### config.mk
export PLATFORM = sky130hd
export DESIGN_NAME = checksummed_frame_speed_decoder
export DESIGN_NICKNAME = d
export VERILOG_FILES = /design/src/rtl/core/cfsd_pkg.sv /design/src/rtl/core/checksummed_frame_speed_decoder.sv /design/src/rtl/core/cfsd_front.sv /design/src/rtl/core/cfsd_job_queue.sv /design/src/rtl/core/cfsd_back.sv
export VERILOG_INCLUDE_DIRS = /design/src /design/src/rtl/core
export SDC_FILE = /design/constraint.sdc
export NUM_CORES = 1
export LEC_CHECK = 0
export BUFFER_PORTS_ARGS = -buffer_cell sky130_fd_sc_hd__buf_2
export CORE_ASPECT_RATIO = 1.1
export CORE_MARGIN = 4
export CORE_UTILIZATION = 60
export DETAILED_ROUTE_END_ITERATION = 16
export PLACE_DENSITY = 0.8
export SKIP_CTS_REPAIR_TIMING = 1
export SYNTH_ARGS = -nofsm -noshare
export SYNTH_HDL_FRONTEND = slang
export SYNTH_SLANG_ARGS = --single-unit
### constraint.sdc
create_clock -name clock -period 16.1 [get_ports clock]
set_input_delay 2.415 -clock clock [delete_from_list [all_inputs] [get_ports clock]]
set_output_delay 2.415 -clock clock [all_outputs]
set_load 0.03 [all_outputs]
### src/rtl/core/checksummed_frame_speed_decoder_assert.svh
// ----------------------------------------------------------------------------
// checksummed_frame_speed_decoder_assert.svh
// Assertion macros used by the frame speed decoder top level.
// ----------------------------------------------------------------------------
`ifndef CHECKSUMMED_FRAME_SPEED_DECODER_ASSERT_SVH
`define CHECKSUMMED_FRAME_SPEED_DECODER_ASSERT_SVH

// a implies b in the same cycle
`define CFSD_ASSERT_IMPL(label, clk, rst, a, b) \
   label: assert property (@(posedge clk) disable iff (rst) (a) |-> (b)) \
      else $error("implication check failed");

// expression must never hold
`define CFSD_ASSERT_NEVER(label, clk, rst, a) \
   label: assert property (@(posedge clk) disable iff (rst) !(a)) \
      else $error("forbidden condition seen");

`endif

### src/rtl/core/cfsd_pkg.sv
// ----------------------------------------------------------------------------
// cfsd_pkg
// Types and constants of the checksummed frame speed decoder.
// ----------------------------------------------------------------------------
`timescale 1ns / 1ps
`default_nettype none

package cfsd_pkg;

   localparam logic [7:0] START_BYTE = 8'd2;
   localparam int PERIOD_HI_POS = 8;
   localparam int PERIOD_LO_POS = 9;

   localparam int WHEEL_W  = 6;
   localparam int PERIOD_W = 16;
   localparam int SPEED_W  = 16;

   // 2871216 * 256 / 10000 reduced: 45939456 / 625
   localparam int NUM_W = 32;
   localparam int DEN_W = 26;
   localparam int QUO_W = 18;
   localparam int DIV_W = DEN_W + QUO_W - 1;
   localparam int CNT_W = $clog2(QUO_W);
   localparam logic [NUM_W-1:0] SPEED_NUM_K = 32'd45939456;
   localparam logic [DEN_W-1:0] SPEED_DEN_K = 26'd625;
   localparam logic [SPEED_W-1:0] SPEED_MAX = 16'hFFFF;

   localparam int JOB_DEPTH = 2;

   typedef struct packed {
      logic                checksum_ok;
      logic [PERIOD_W-1:0] period;
   } job_type;

   typedef struct packed {
      logic full;
      logic empty;
   } queue_status_type;

endpackage

`default_nettype wire

### src/rtl/core/checksummed_frame_speed_decoder.sv
// ----------------------------------------------------------------------------
// checksummed_frame_speed_decoder
// Checksummed serial frame receiver with wheel speed decoder.
//
// Input bytes are pushed one word at a time (req_push / req_full). A frame
// starts with byte 2, then a length byte equal to FRAME_LENGTH; bytes 8 and 9
// carry the big-endian wheel period and the last byte is the XOR checksum.
// On the checksum byte the frame goes into a two-entry job queue; the speed
// unit pops it and drives one result word (rsp_empty / rsp_pop).
// Every byte is taken in one cycle while the job queue has room.
// From the checksum byte a frame passes through the job queue and the speed
// unit's idle and load states; a stopped or zero period then goes straight
// to the result, else the 18-step restoring divider runs first. The speed
// unit takes the next frame from the queue only once its result is popped.
// A result stays on the rsp ports until popped; while it waits the parser
// keeps taking bytes until two more frames are queued, then req_full rises.
// Registers: 0x0 wheel_size_inch (reset 20), 0x4 stop_period (reset 3000).
// Reset returns the parser to hunting, empties the queue and drops any
// pending result; it takes effect on the next clock edge.
// ----------------------------------------------------------------------------
`timescale 1ns / 1ps
`default_nettype none

module checksummed_frame_speed_decoder #(
   parameter int FRAME_LENGTH = 14
) (
   input  wire logic        clock,
   input  wire logic        reset,
   input  wire logic        req_push,
   output logic             req_full,
   input  wire logic [7:0]  req_rx_byte,
   output logic             rsp_empty,
   input  wire logic        rsp_pop,
   output logic             rsp_checksum_ok,
   output logic [15:0]      rsp_wheel_period,
   output logic [15:0]      rsp_speed_q8,
   input  wire logic        csr_psel,
   input  wire logic        csr_penable,
   input  wire logic        csr_pwrite,
   input  wire logic [2:0]  csr_paddr,
   input  wire logic [31:0] csr_pwdata,
   output logic [31:0]      csr_prdata,
   output logic             csr_pready
);

`include "checksummed_frame_speed_decoder_assert.svh"

   localparam int WHEEL_W  = cfsd_pkg::WHEEL_W;
   localparam int PERIOD_W = cfsd_pkg::PERIOD_W;
   localparam logic [WHEEL_W-1:0]  WHEEL_RESET = 6'd20;
   localparam logic [PERIOD_W-1:0] STOP_RESET  = 16'd3000;
   localparam logic REG_WHEEL = 1'b0;
   localparam logic REG_STOP  = 1'b1;

   logic [WHEEL_W-1:0]  wheel_ff, wheel_in;
   logic [PERIOD_W-1:0] stop_ff, stop_in;
   logic                csr_write;

   logic                       word_accept;
   logic                       job_push;
   cfsd_pkg::job_type          job_wr;
   cfsd_pkg::job_type          job_rd;
   logic                       job_pop;
   cfsd_pkg::queue_status_type q_status;
   logic                       out_valid;
   logic                       rsp_over_stop;
   logic                       rsp_zero_period;

   assign csr_pready = 1'b1;
   assign csr_write  = csr_psel && csr_penable && csr_pwrite && csr_pready;

   always_comb begin
      wheel_in = wheel_ff;
      stop_in  = stop_ff;
      if (csr_write) begin
         case (csr_paddr[2])
            REG_WHEEL: wheel_in = csr_pwdata[WHEEL_W-1:0];
            REG_STOP:  stop_in  = csr_pwdata[PERIOD_W-1:0];
            default:   wheel_in = wheel_ff;
         endcase
      end
   end

   always_comb begin
      case (csr_paddr[2])
         REG_WHEEL: csr_prdata = {(32 - WHEEL_W)'(0), wheel_ff};
         REG_STOP:  csr_prdata = {(32 - PERIOD_W)'(0), stop_ff};
         default:   csr_prdata = '0;
      endcase
   end

   always_ff @(posedge clock) begin
      if (reset) begin
         wheel_ff <= WHEEL_RESET;
         stop_ff  <= STOP_RESET;
      end else begin
         wheel_ff <= wheel_in;
         stop_ff  <= stop_in;
      end
   end

   assign req_full    = q_status.full;
   assign word_accept = req_push && !req_full;

   cfsd_front #(
      .FRAME_LENGTH(FRAME_LENGTH)
   ) u_front (
      .clock       (clock),
      .reset       (reset),
      .word_accept (word_accept),
      .rx_byte     (req_rx_byte),
      .job_push    (job_push),
      .job         (job_wr)
   );

   cfsd_job_queue u_queue (
      .clock     (clock),
      .reset     (reset),
      .push      (job_push),
      .push_data (job_wr),
      .pop       (job_pop),
      .pop_data  (job_rd),
      .status    (q_status)
   );

   cfsd_back u_back (
      .clock           (clock),
      .reset           (reset),
      .q_status        (q_status),
      .q_data          (job_rd),
      .q_pop           (job_pop),
      .wheel_size_inch (wheel_ff),
      .stop_period     (stop_ff),
      .out_valid       (out_valid),
      .out_pop         (rsp_pop),
      .checksum_ok     (rsp_checksum_ok),
      .wheel_period    (rsp_wheel_period),
      .speed_q8        (rsp_speed_q8)
   );

   assign rsp_empty = !out_valid;

   assign rsp_over_stop   = !rsp_empty && (rsp_wheel_period > stop_ff);
   assign rsp_zero_period = !rsp_empty && (rsp_wheel_period == '0);

   `CFSD_ASSERT_NEVER(a_push_when_full, clock, reset, job_push && q_status.full)
   `CFSD_ASSERT_IMPL(a_stop_zero, clock, reset, rsp_over_stop, rsp_speed_q8 == '0)
   `CFSD_ASSERT_IMPL(a_zero_sat, clock, reset, rsp_zero_period, rsp_speed_q8 == '1)

endmodule

`default_nettype wire

### src/rtl/core/cfsd_front.sv
// ----------------------------------------------------------------------------
// cfsd_front
// Frame parser: start/length hunt, running XOR, period capture.
// ----------------------------------------------------------------------------
`timescale 1ns / 1ps
`default_nettype none

module cfsd_front #(
   parameter int FRAME_LENGTH = 14
) (
   input  wire logic             clock,
   input  wire logic             reset,
   input  wire logic             word_accept,
   input  wire logic [7:0]       rx_byte,
   output logic                  job_push,
   output cfsd_pkg::job_type     job
);

   localparam int POS_W = $clog2(FRAME_LENGTH);
   localparam logic [POS_W-1:0] POS_LAST = POS_W'(FRAME_LENGTH - 1);
   localparam logic [POS_W-1:0] POS_HI = POS_W'(cfsd_pkg::PERIOD_HI_POS);
   localparam logic [POS_W-1:0] POS_LO = POS_W'(cfsd_pkg::PERIOD_LO_POS);
   localparam logic [7:0] LEN_BYTE = 8'(FRAME_LENGTH);

   logic [POS_W-1:0] pos_ff, pos_in;
   logic [7:0]       xor_ff, xor_in;
   logic [7:0]       phi_ff, phi_in;
   logic [7:0]       plo_ff, plo_in;

   always_comb begin
      pos_in   = pos_ff;
      xor_in   = xor_ff;
      phi_in   = phi_ff;
      plo_in   = plo_ff;
      job_push = 1'b0;
      if (word_accept) begin
         if (pos_ff == '0) begin
            if (rx_byte == cfsd_pkg::START_BYTE) begin
               xor_in = rx_byte;
               pos_in = POS_W'(1);
            end
         end else if (pos_ff == POS_W'(1)) begin
            if (rx_byte != LEN_BYTE) begin
               pos_in = '0;
            end else begin
               xor_in = xor_ff ^ rx_byte;
               pos_in = POS_W'(2);
            end
         end else if (pos_ff == POS_LAST) begin
            pos_in   = '0;
            job_push = 1'b1;
         end else begin
            if (pos_ff == POS_HI) begin
               phi_in = rx_byte;
            end
            if (pos_ff == POS_LO) begin
               plo_in = rx_byte;
            end
            xor_in = xor_ff ^ rx_byte;
            pos_in = pos_ff + POS_W'(1);
         end
      end
   end

   assign job.checksum_ok = (xor_ff == rx_byte);
   assign job.period      = {phi_ff, plo_ff};

   always_ff @(posedge clock) begin
      if (reset) begin
         pos_ff <= '0;
         xor_ff <= '0;
         phi_ff <= '0;
         plo_ff <= '0;
      end else begin
         pos_ff <= pos_in;
         xor_ff <= xor_in;
         phi_ff <= phi_in;
         plo_ff <= plo_in;
      end
   end

endmodule

`default_nettype wire

### src/rtl/core/cfsd_job_queue.sv
// ----------------------------------------------------------------------------
// cfsd_job_queue
// Short FIFO of finished frames between parser and speed unit.
// ----------------------------------------------------------------------------
`timescale 1ns / 1ps
`default_nettype none

module cfsd_job_queue (
   input  wire logic                  clock,
   input  wire logic                  reset,
   input  wire logic                  push,
   input  wire cfsd_pkg::job_type     push_data,
   input  wire logic                  pop,
   output cfsd_pkg::job_type          pop_data,
   output cfsd_pkg::queue_status_type status
);

   localparam int DEPTH = cfsd_pkg::JOB_DEPTH;
   localparam int PTR_W = $clog2(DEPTH);
   localparam int CNT_W = $clog2(DEPTH + 1);

   cfsd_pkg::job_type entry_ff [DEPTH];
   logic [PTR_W-1:0] wr_ff, wr_in;
   logic [PTR_W-1:0] rd_ff, rd_in;
   logic [CNT_W-1:0] cnt_ff, cnt_in;
   logic             do_push, do_pop;

   assign status.full  = (cnt_ff == CNT_W'(DEPTH));
   assign status.empty = (cnt_ff == '0);
   assign do_push      = push && !status.full;
   assign do_pop       = pop && !status.empty;
   assign pop_data     = entry_ff[rd_ff];

   always_comb begin
      wr_in  = wr_ff;
      rd_in  = rd_ff;
      cnt_in = cnt_ff;
      if (do_push) begin
         wr_in = (wr_ff == PTR_W'(DEPTH - 1)) ? '0 : wr_ff + PTR_W'(1);
      end
      if (do_pop) begin
         rd_in = (rd_ff == PTR_W'(DEPTH - 1)) ? '0 : rd_ff + PTR_W'(1);
      end
      if (do_push && !do_pop) begin
         cnt_in = cnt_ff + CNT_W'(1);
      end else if (do_pop && !do_push) begin
         cnt_in = cnt_ff - CNT_W'(1);
      end
   end

   always_ff @(posedge clock) begin
      if (do_push) begin
         entry_ff[wr_ff] <= push_data;
      end
   end

   always_ff @(posedge clock) begin
      if (reset) begin
         wr_ff  <= '0;
         rd_ff  <= '0;
         cnt_ff <= '0;
      end else begin
         wr_ff  <= wr_in;
         rd_ff  <= rd_in;
         cnt_ff <= cnt_in;
      end
   end

endmodule

`default_nettype wire

### src/rtl/core/cfsd_back.sv
// ----------------------------------------------------------------------------
// cfsd_back
// Speed unit: range checks, restoring divider, result holding register.
// ----------------------------------------------------------------------------
`timescale 1ns / 1ps
`default_nettype none

module cfsd_back (
   input  wire logic                          clock,
   input  wire logic                          reset,
   input  wire cfsd_pkg::queue_status_type    q_status,
   input  wire cfsd_pkg::job_type             q_data,
   output logic                               q_pop,
   input  wire logic [cfsd_pkg::WHEEL_W-1:0]  wheel_size_inch,
   input  wire logic [cfsd_pkg::PERIOD_W-1:0] stop_period,
   output logic                               out_valid,
   input  wire logic                          out_pop,
   output logic                               checksum_ok,
   output logic [cfsd_pkg::PERIOD_W-1:0]      wheel_period,
   output logic [cfsd_pkg::SPEED_W-1:0]       speed_q8
);

   localparam int NUM_W = cfsd_pkg::NUM_W;
   localparam int DEN_W = cfsd_pkg::DEN_W;
   localparam int QUO_W = cfsd_pkg::QUO_W;
   localparam int DIV_W = cfsd_pkg::DIV_W;
   localparam int CNT_W = cfsd_pkg::CNT_W;
   localparam int SPEED_W = cfsd_pkg::SPEED_W;

   typedef enum logic [3:0] {
      ST_IDLE = 4'b0001,
      ST_LOAD = 4'b0010,
      ST_DIV  = 4'b0100,
      ST_HOLD = 4'b1000
   } state_type;

   state_type          state_ff, state_in;
   cfsd_pkg::job_type  job_ff, job_in;
   logic [NUM_W-1:0]   rem_ff, rem_in;
   logic [DIV_W-1:0]   div_ff, div_in;
   logic [QUO_W-1:0]   quo_ff, quo_in;
   logic [CNT_W-1:0]   cnt_ff, cnt_in;
   logic [SPEED_W-1:0] speed_ff, speed_in;

   logic [NUM_W-1:0] num_w;
   logic [DEN_W-1:0] den_w;
   logic             fits;

   assign num_w = cfsd_pkg::SPEED_NUM_K * NUM_W'(wheel_size_inch);
   assign den_w = cfsd_pkg::SPEED_DEN_K * DEN_W'(job_ff.period);
   assign fits  = (DIV_W'(rem_ff) >= div_ff);

   always_comb begin
      state_in = state_ff;
      job_in   = job_ff;
      rem_in   = rem_ff;
      div_in   = div_ff;
      quo_in   = quo_ff;
      cnt_in   = cnt_ff;
      speed_in = speed_ff;
      q_pop    = 1'b0;
      case (state_ff)
         ST_IDLE: begin
            if (!q_status.empty) begin
               q_pop    = 1'b1;
               job_in   = q_data;
               state_in = ST_LOAD;
            end
         end
         ST_LOAD: begin
            if (job_ff.period > stop_period) begin
               speed_in = '0;
               state_in = ST_HOLD;
            end else if (job_ff.period == '0) begin
               speed_in = cfsd_pkg::SPEED_MAX;
               state_in = ST_HOLD;
            end else begin
               rem_in   = num_w;
               div_in   = {den_w, (QUO_W - 1)'(0)};
               quo_in   = '0;
               cnt_in   = CNT_W'(QUO_W - 1);
               state_in = ST_DIV;
            end
         end
         ST_DIV: begin
            if (fits) begin
               rem_in = rem_ff - div_ff[NUM_W-1:0];
            end
            quo_in = {quo_ff[QUO_W-2:0], fits};
            div_in = div_ff >> 1;
            if (cnt_ff == '0) begin
               speed_in = (quo_in[QUO_W-1:SPEED_W] != '0) ? cfsd_pkg::SPEED_MAX
                                                           : quo_in[SPEED_W-1:0];
               state_in = ST_HOLD;
            end else begin
               cnt_in = cnt_ff - CNT_W'(1);
            end
         end
         ST_HOLD: begin
            if (out_pop) begin
               state_in = ST_IDLE;
            end
         end
         default: begin
            state_in = ST_IDLE;
         end
      endcase
   end

   assign out_valid    = (state_ff == ST_HOLD);
   assign checksum_ok  = job_ff.checksum_ok;
   assign wheel_period = job_ff.period;
   assign speed_q8     = speed_ff;

   always_ff @(posedge clock) begin
      job_ff   <= job_in;
      rem_ff   <= rem_in;
      div_ff   <= div_in;
      quo_ff   <= quo_in;
      cnt_ff   <= cnt_in;
      speed_ff <= speed_in;
   end

   always_ff @(posedge clock) begin
      if (reset) begin
         state_ff <= ST_IDLE;
      end else begin
         state_ff <= state_in;
      end
   end

endmodule

`default_nettype wire
# Word level (Yosys, flattened, before mapping)
# Memories as Yosys holds them, arrays and structs flattened. A register that Yosys moved wholly into a read port is not among the register bits.
# Cells that the tools add are included.
totals:
  reg_bits: 171
  ram_bits: 34
  inputBits: 50
  out_inout_bits: 68
  wordCells: 135
  mem_count: 1
classes:
  addsub: 7
  n_mul: 2
  magnitude_cmp: 2
  eq_ne: 23
  n_mux: 48
  bitwise: 6
  n_reduce_logical: 31
mem_list:
  columns: ["memory", "depth", "word_bits", "rd", "rd_clocked_by_memory_dff", "wr", "line", "text"]
  rows:
  - ["u_queue.entry_ff", 2, 17, 1, 1, 1, "cfsd_job_queue.sv:22", "cfsd_pkg::job_type entry_ff [DEPTH];"]
op_table:
  columns: ["operator", "count"]
  rows:
  - ["$pmux 32 s2", 2]
  - ["$mux 32", 3]
  - ["$mux 43", 2]
  - ["$pmux 43 s2", 1]
  - ["$mux 16", 4]
  - ["$ge 32x43->1", 1]
  - ["$mux 8", 5]
  - ["$mux 4", 9]
  - ["$mux 17", 2]
  - ["$pmux 17 s2", 1]
  - ["$pmux 16 s2", 1]
  - ["$sub 32x32->32", 1]
  - ["$mul 10x16->26 const A", 1]
  - ["$mul 18x6->24 const A", 1]
  - ["$eq 4x4->1 const B", 4]
  - ["$gt 16x16->1", 1]
  - ["$logic_not 16->1", 1]
  - ["$pmux 4 s4", 1]
  - ["$mux 5", 3]
  - ["$ne 2x2->1 const B", 6]
  - ["$reduce_and 4->1", 3]
  - ["$mux 1", 10]
  - ["$pmux 5 s2", 1]
  - ["$reduce_and 5->1", 2]
  - ["27 further kinds", 53]

# Longest topological paths before layout
logic_depth:
  depth_word: 10
  depth_mapped: 21

# Hierarchy
# From an unflattened synthesis, not the netlist that was laid out.
hier_totals:
  cells_unflattened: 1572
  hier_area_um2: 15879.0
modules_own_cells:
  columns: ["mod", "n_inst", "cells_per_inst", "area_each_um2", "seq_area_each_um2"]
  rows:
  - ["cfsd_back", 1, 1181, 11743.8, 3983.8]
  - ["cfsd_job_queue", 1, 78, 1442.6, 1121.1]
  - ["cfsd_front", 1, 179, 1436.4, 560.5]
  - ["checksummed_frame_speed_decoder", 1, 134, 1256.2, 440.4]

# Worst setup path after synthesis
# No wires, ideal clock.
synth_path:
  path_type: "reg-to-reg"
  from: "register u_back.job_ff, in the netlist u_back.wheel_period[9]"
  to: "register u_back.rem_ff[0] (enable)"
  arrival_ns: 5.698
  required_ns: 15.630
  path_slack_ns: 9.931
  path_stages_with_launch: 10
  n_path_buf: 0
  cell_sequence: "edfxtp_1 ha_1 a21o_1 a21o_1 a21oi_1 o21a_1 o221ai_1 a21oi_1 o21a_1 a21boi_0"
synth_via:
  elab_chain_len: 3
  word_cells_on_any_way: 5
  cone_classes: "1 x order compare; 2 x eq/ne; 2 x reduce/logical"
synth_lines:
  columns: ["element", "line", "text"]
  rows:
  - ["from (decl)", "cfsd_back.sv:38", "cfsd_pkg::job_type job_ff, job_in;"]
  - ["from (signal assigned)", "cfsd_back.sv:116", "job_ff <= job_in;"]
  - ["$gt 16x16->1 or $logic_not 16->1 (tied branches)", "cfsd_back.sv:71, cfsd_back.sv:74", null]
  - ["$ne 2x2->1 (no line)", null, null]
  - ["$reduce_and 4->1 (no line) (*)", null, null]
  - ["to (signal assigned)", "cfsd_back.sv:117", "rem_ff <= rem_in;"]
  - ["to (decl)", "cfsd_back.sv:39", "logic [NUM_W-1:0] rem_ff, rem_in;"]
# Mark *: on every way between the ends. The rest lies on a longest branch, timed or not.
# A chain may end at the register's enable or synchronous reset.

# Final worst setup path
layout_path:
  from: "input port csr_paddr[2]"
  to: "output port csr_prdata[4]"
layout_via:
  elab_chain_len: 2
layout_lines:
  columns: ["element", "line", "text"]
  rows:
  - ["from (decl)", "checksummed_frame_speed_decoder.sv:40", "input wire logic [2:0] csr_paddr,"]
  - ["$not 1->1 (no line)", null, null]
  - ["$pmux 32 s2 (*)", "checksummed_frame_speed_decoder.sv:85", "case (csr_paddr[2])"]
  - ["to (decl)", "checksummed_frame_speed_decoder.sv:42", "output logic [31:0] csr_prdata,"]
# Mark *: on every way between the ends. The rest lies on a longest branch, timed or not. The select of a mux whose other input is x is not followed.

==> metrics.yaml <==
power:
  power.internal_mw: 2.031
  finalPower_mw: 3.546
  cellPowerDensity_mw_per_mm2: 209.8
  sw_frac_of_total_pct: 42.72
  leakage_nw: 7.766
  seq_power_share_pct: 22.7
  p_clk_share_pct: 15.0
  vdd_drop_max_mv: 0.2204
  switching_power_mw: 1.515
  comb_power_share_pct: 62.3
die:
  rows: 61
  die_x_microns: 161.1
  initial_core_util_pct: 61.03
  io-pin-count: 118
  die_area_sq_mm: 0.02841
  core_sq_mm: 0.02534
  die_y_microns: 176.4
global_route:
  antenna_found_initial: 0
  busiest_layer: "met2"
  first_global_vias: 10980
  grt_pass1_wl_mm: 53.10
  met2_usage_pct: 39.53
  grt_max_degree: 74
  use_met1_pct: 29.68
  grt_overflow: 0
  grt_use_met3_pct: 2.592
  grt_usage_pct: 22.57
min_path:
  hold_path_startpoint: "stop_ff[15]$_SDFFE_PP0P_"
  hold_class: "reg -> reg"
cells_and_area:
  drive_gt1_share_pct: 10.22
  nFillCells: 1987
  mostFrequentLayoutCells: "238 x inv_1, 169 x ha_1, 164 x edfxtp_1"
  fin_util_pct: 66.72
  final_cells: 2000
  seqCellArea_sq_mm: 0.006086
  stdcell_area_sq_mm: 0.01691
  nets: 1918
  multi_input_area_sq_mm: 0.008242
  n_antenna_cell: 0
  final_common_cell: "inv_1"
  area_growth_pct: 9.329
clock_network:
  cts_tree: "yes"
  cts.clk_slew.worst_paths_ps: 60
  numCtsBuffers: 24
  cts_buffer_depth: 3
  cts_root_buffer: "clkbuf_16"
  cts_max_level: 1
  clkSinkCount: 222
  clk_latency_ps: 540
logic_synthesis:
  ys_seq_area_share_pct: 39.36
  synth_ff_type: "edfxtp_1"
  synth_async_sr_flop_share_pct: 0
  ys_warn_count: 0
  synth-edff-count: 164
  ys_seq_elements: 222
  ys_types: 71
  syn_avg_cell_area_sq_um: 9.881
  synth_area_sq_mm: 0.01546
  synthCells: 1565
routing:
  viasPerCell: 5.523
  wl_per_cell_microns: 16.04
  first_iter_violations: 618
  drt-total-wl_mm: 32.08
  drc: 0
  firstDrtPassIters: 5
  vias: 11050
  drtAntennaViolNets: 0
status:
  status: "finished, final reports clean"
timing:
  maxSlewViolCount: 0
  fin_setup_tns_ps: 0
  tightest_slew_ps: 1122
  period_share_pct: 34.82
  finalClockSkew_ps: 29.57
  setup_violations: 0
  worst_slack_ps: 10490
  period_needed_ps: 5607
  rsz0062_at_grt: "false"
  final-hold-violation-count: 0
  timing.hold.ws_ps: 451.9
  fmax_mhz: 178.4
  slew_headroom_pct: 25.04
setup_path:
  critPathCapture: "csr_prdata[4]"
  worst_r2r_endpoint: "u_back.div_ff[41]$_DFFE_PP_"
  crit_type: "in -> out"
  rrSetupSlack_ps: 10670
  critPathCaptureType: "primary output"
  crit_fanout: 13
  cp.arrival_ps: 3190
  cp-startpoint: "csr_paddr[2]"
  required_ps: 13690
  rr_startpoint: "u_back.wheel_period[7]$_DFFE_PP_"
  start_kind: "primary input"
  worst_r2r_path_depth: 16
run:
  maxCapViolCount: 0
placed_design:
  portBuffers: 82
  pre_cts_slack_ps: 10510
  dp.cells: 1956
  hpwl_mm: 24.06
  placed_area_sq_mm: 0.01613
  gp_congestion: 0.8955
==> cell families (layout without fill, tap and decap cells) <==
group / after synthesis / count (layout) / synth area share [%]
AO/OA/AOI/OAI: 314 / 314 / 12.74
XOR/XNOR: 69 / 69 / 3.908
adder cells (fa/ha/maj): 232 / 232 / 21.83
buffers and inverters: 299 / 373 / 7.816
flip-flops: 222 / 222 / 39.36
multiplexers: 42 / 42 / 2.872
other: 2 / 17 / 0.04857
AND/OR/NAND/NOR: 385 / 385 / 11.42
==> power groups by stage <==
stage	Combinational (mW)	Clock, mW	Sequential [mW]
2_1_floorplan	1.75	0	0.814
5_1_grt	2.51	0.566	0.807
3_5_place_dp	2.15	0	0.816
4_1_cts	2.19	0.544	0.804
6_report	2.21	0.532	0.804
3_3_place_gp	2.09	0	0.815
==> final cells by class <==
type | instances | share of cell area (%)
Clock buffer | 31 | 4.011
Inverter | 238 | 5.284
Multi-Input combinational cell | 1059 | 48.75
Tap cell | 346 | 2.561
Timing Repair Buffer | 91 | 2.827
Clock inverter | 13 | 0.5699
Sequential cell | 222 | 36.00
==> critical path: stages <==
cell	delay (ps)
buf_2	170
o21ai_0	320
buf_2	280
==> worst min-delay path by stage <==
stage	end	depth (start not counted)
floorplan	u_queue.entry_ff[0][0]$_DFFE_PP_	0
global placement	u_queue.entry_ff[1][2]$_DFFE_PP_	0
detailed placement	u_queue.entry_ff[1][6]$_DFFE_PP_	0
CTS	stop_ff[6]$_SDFFE_PP0P_	2
global route	stop_ff[14]$_SDFFE_PP0P_	2
finish	stop_ff[15]$_SDFFE_PP0P_	2
==> cell usage after synthesis (all sizes together), types with 3 or more instances <==
master  number  area (sq um)
a211oi       6         50.05
nor3        21         110.1
a21oi       96         480.5
o31ai        6         45.04
ha         169          2115
clkbuf      38         142.6
and3        13         81.33
or4          3         26.27
nand3b       4         30.03
a211o       13         113.9
nand4       19         118.9
nor2       125         469.2
or3          5         31.28
o21a        11         82.58
nor2b       12         75.07
inv        238         893.4
mux2i       23         230.2
o211ai       5         37.54
mux2        19         214.0
buf         23         172.7
o41ai        3         26.28
edfxtp     164          4925
nand2      130         488.0
nor4         8         62.56
and2         5         31.28
a21o        44         330.3
dfxtp       58          1161
a21boi       4         30.02
o21bai      10         75.07
nand2b      16         100.1
nand3       16         80.08
or2          4         25.03
o21ai       85         429.2
a31oi        7         50.05
xnor2       39         341.6
xor2        30         262.8
fa          63          1261
==> state kept, by name, summed over array words and instances, names as in the netlist, 8 cells and up <==
register             flops
u_front.plo_ff           8
u_back.div_ff           43
stop_ff                 16
u_front.phi_ff           8
u_back.quo_ff           17
u_back.rem_ff           32
u_front.xor_ff           8
u_back.wheel_period     16
u_back.speed_q8         16
u_queue.entry_ff        34
==> metal layers <==
metal	up-vias	routed length, microns	part of all wire, %
met1	5176	14090	44
li1	5479	-	-
met3	77	1664	5.2
met2	313	15320	48
met4	0	1011	3.2
met5	-	0	0
Power figures use the tool's default switching activity.
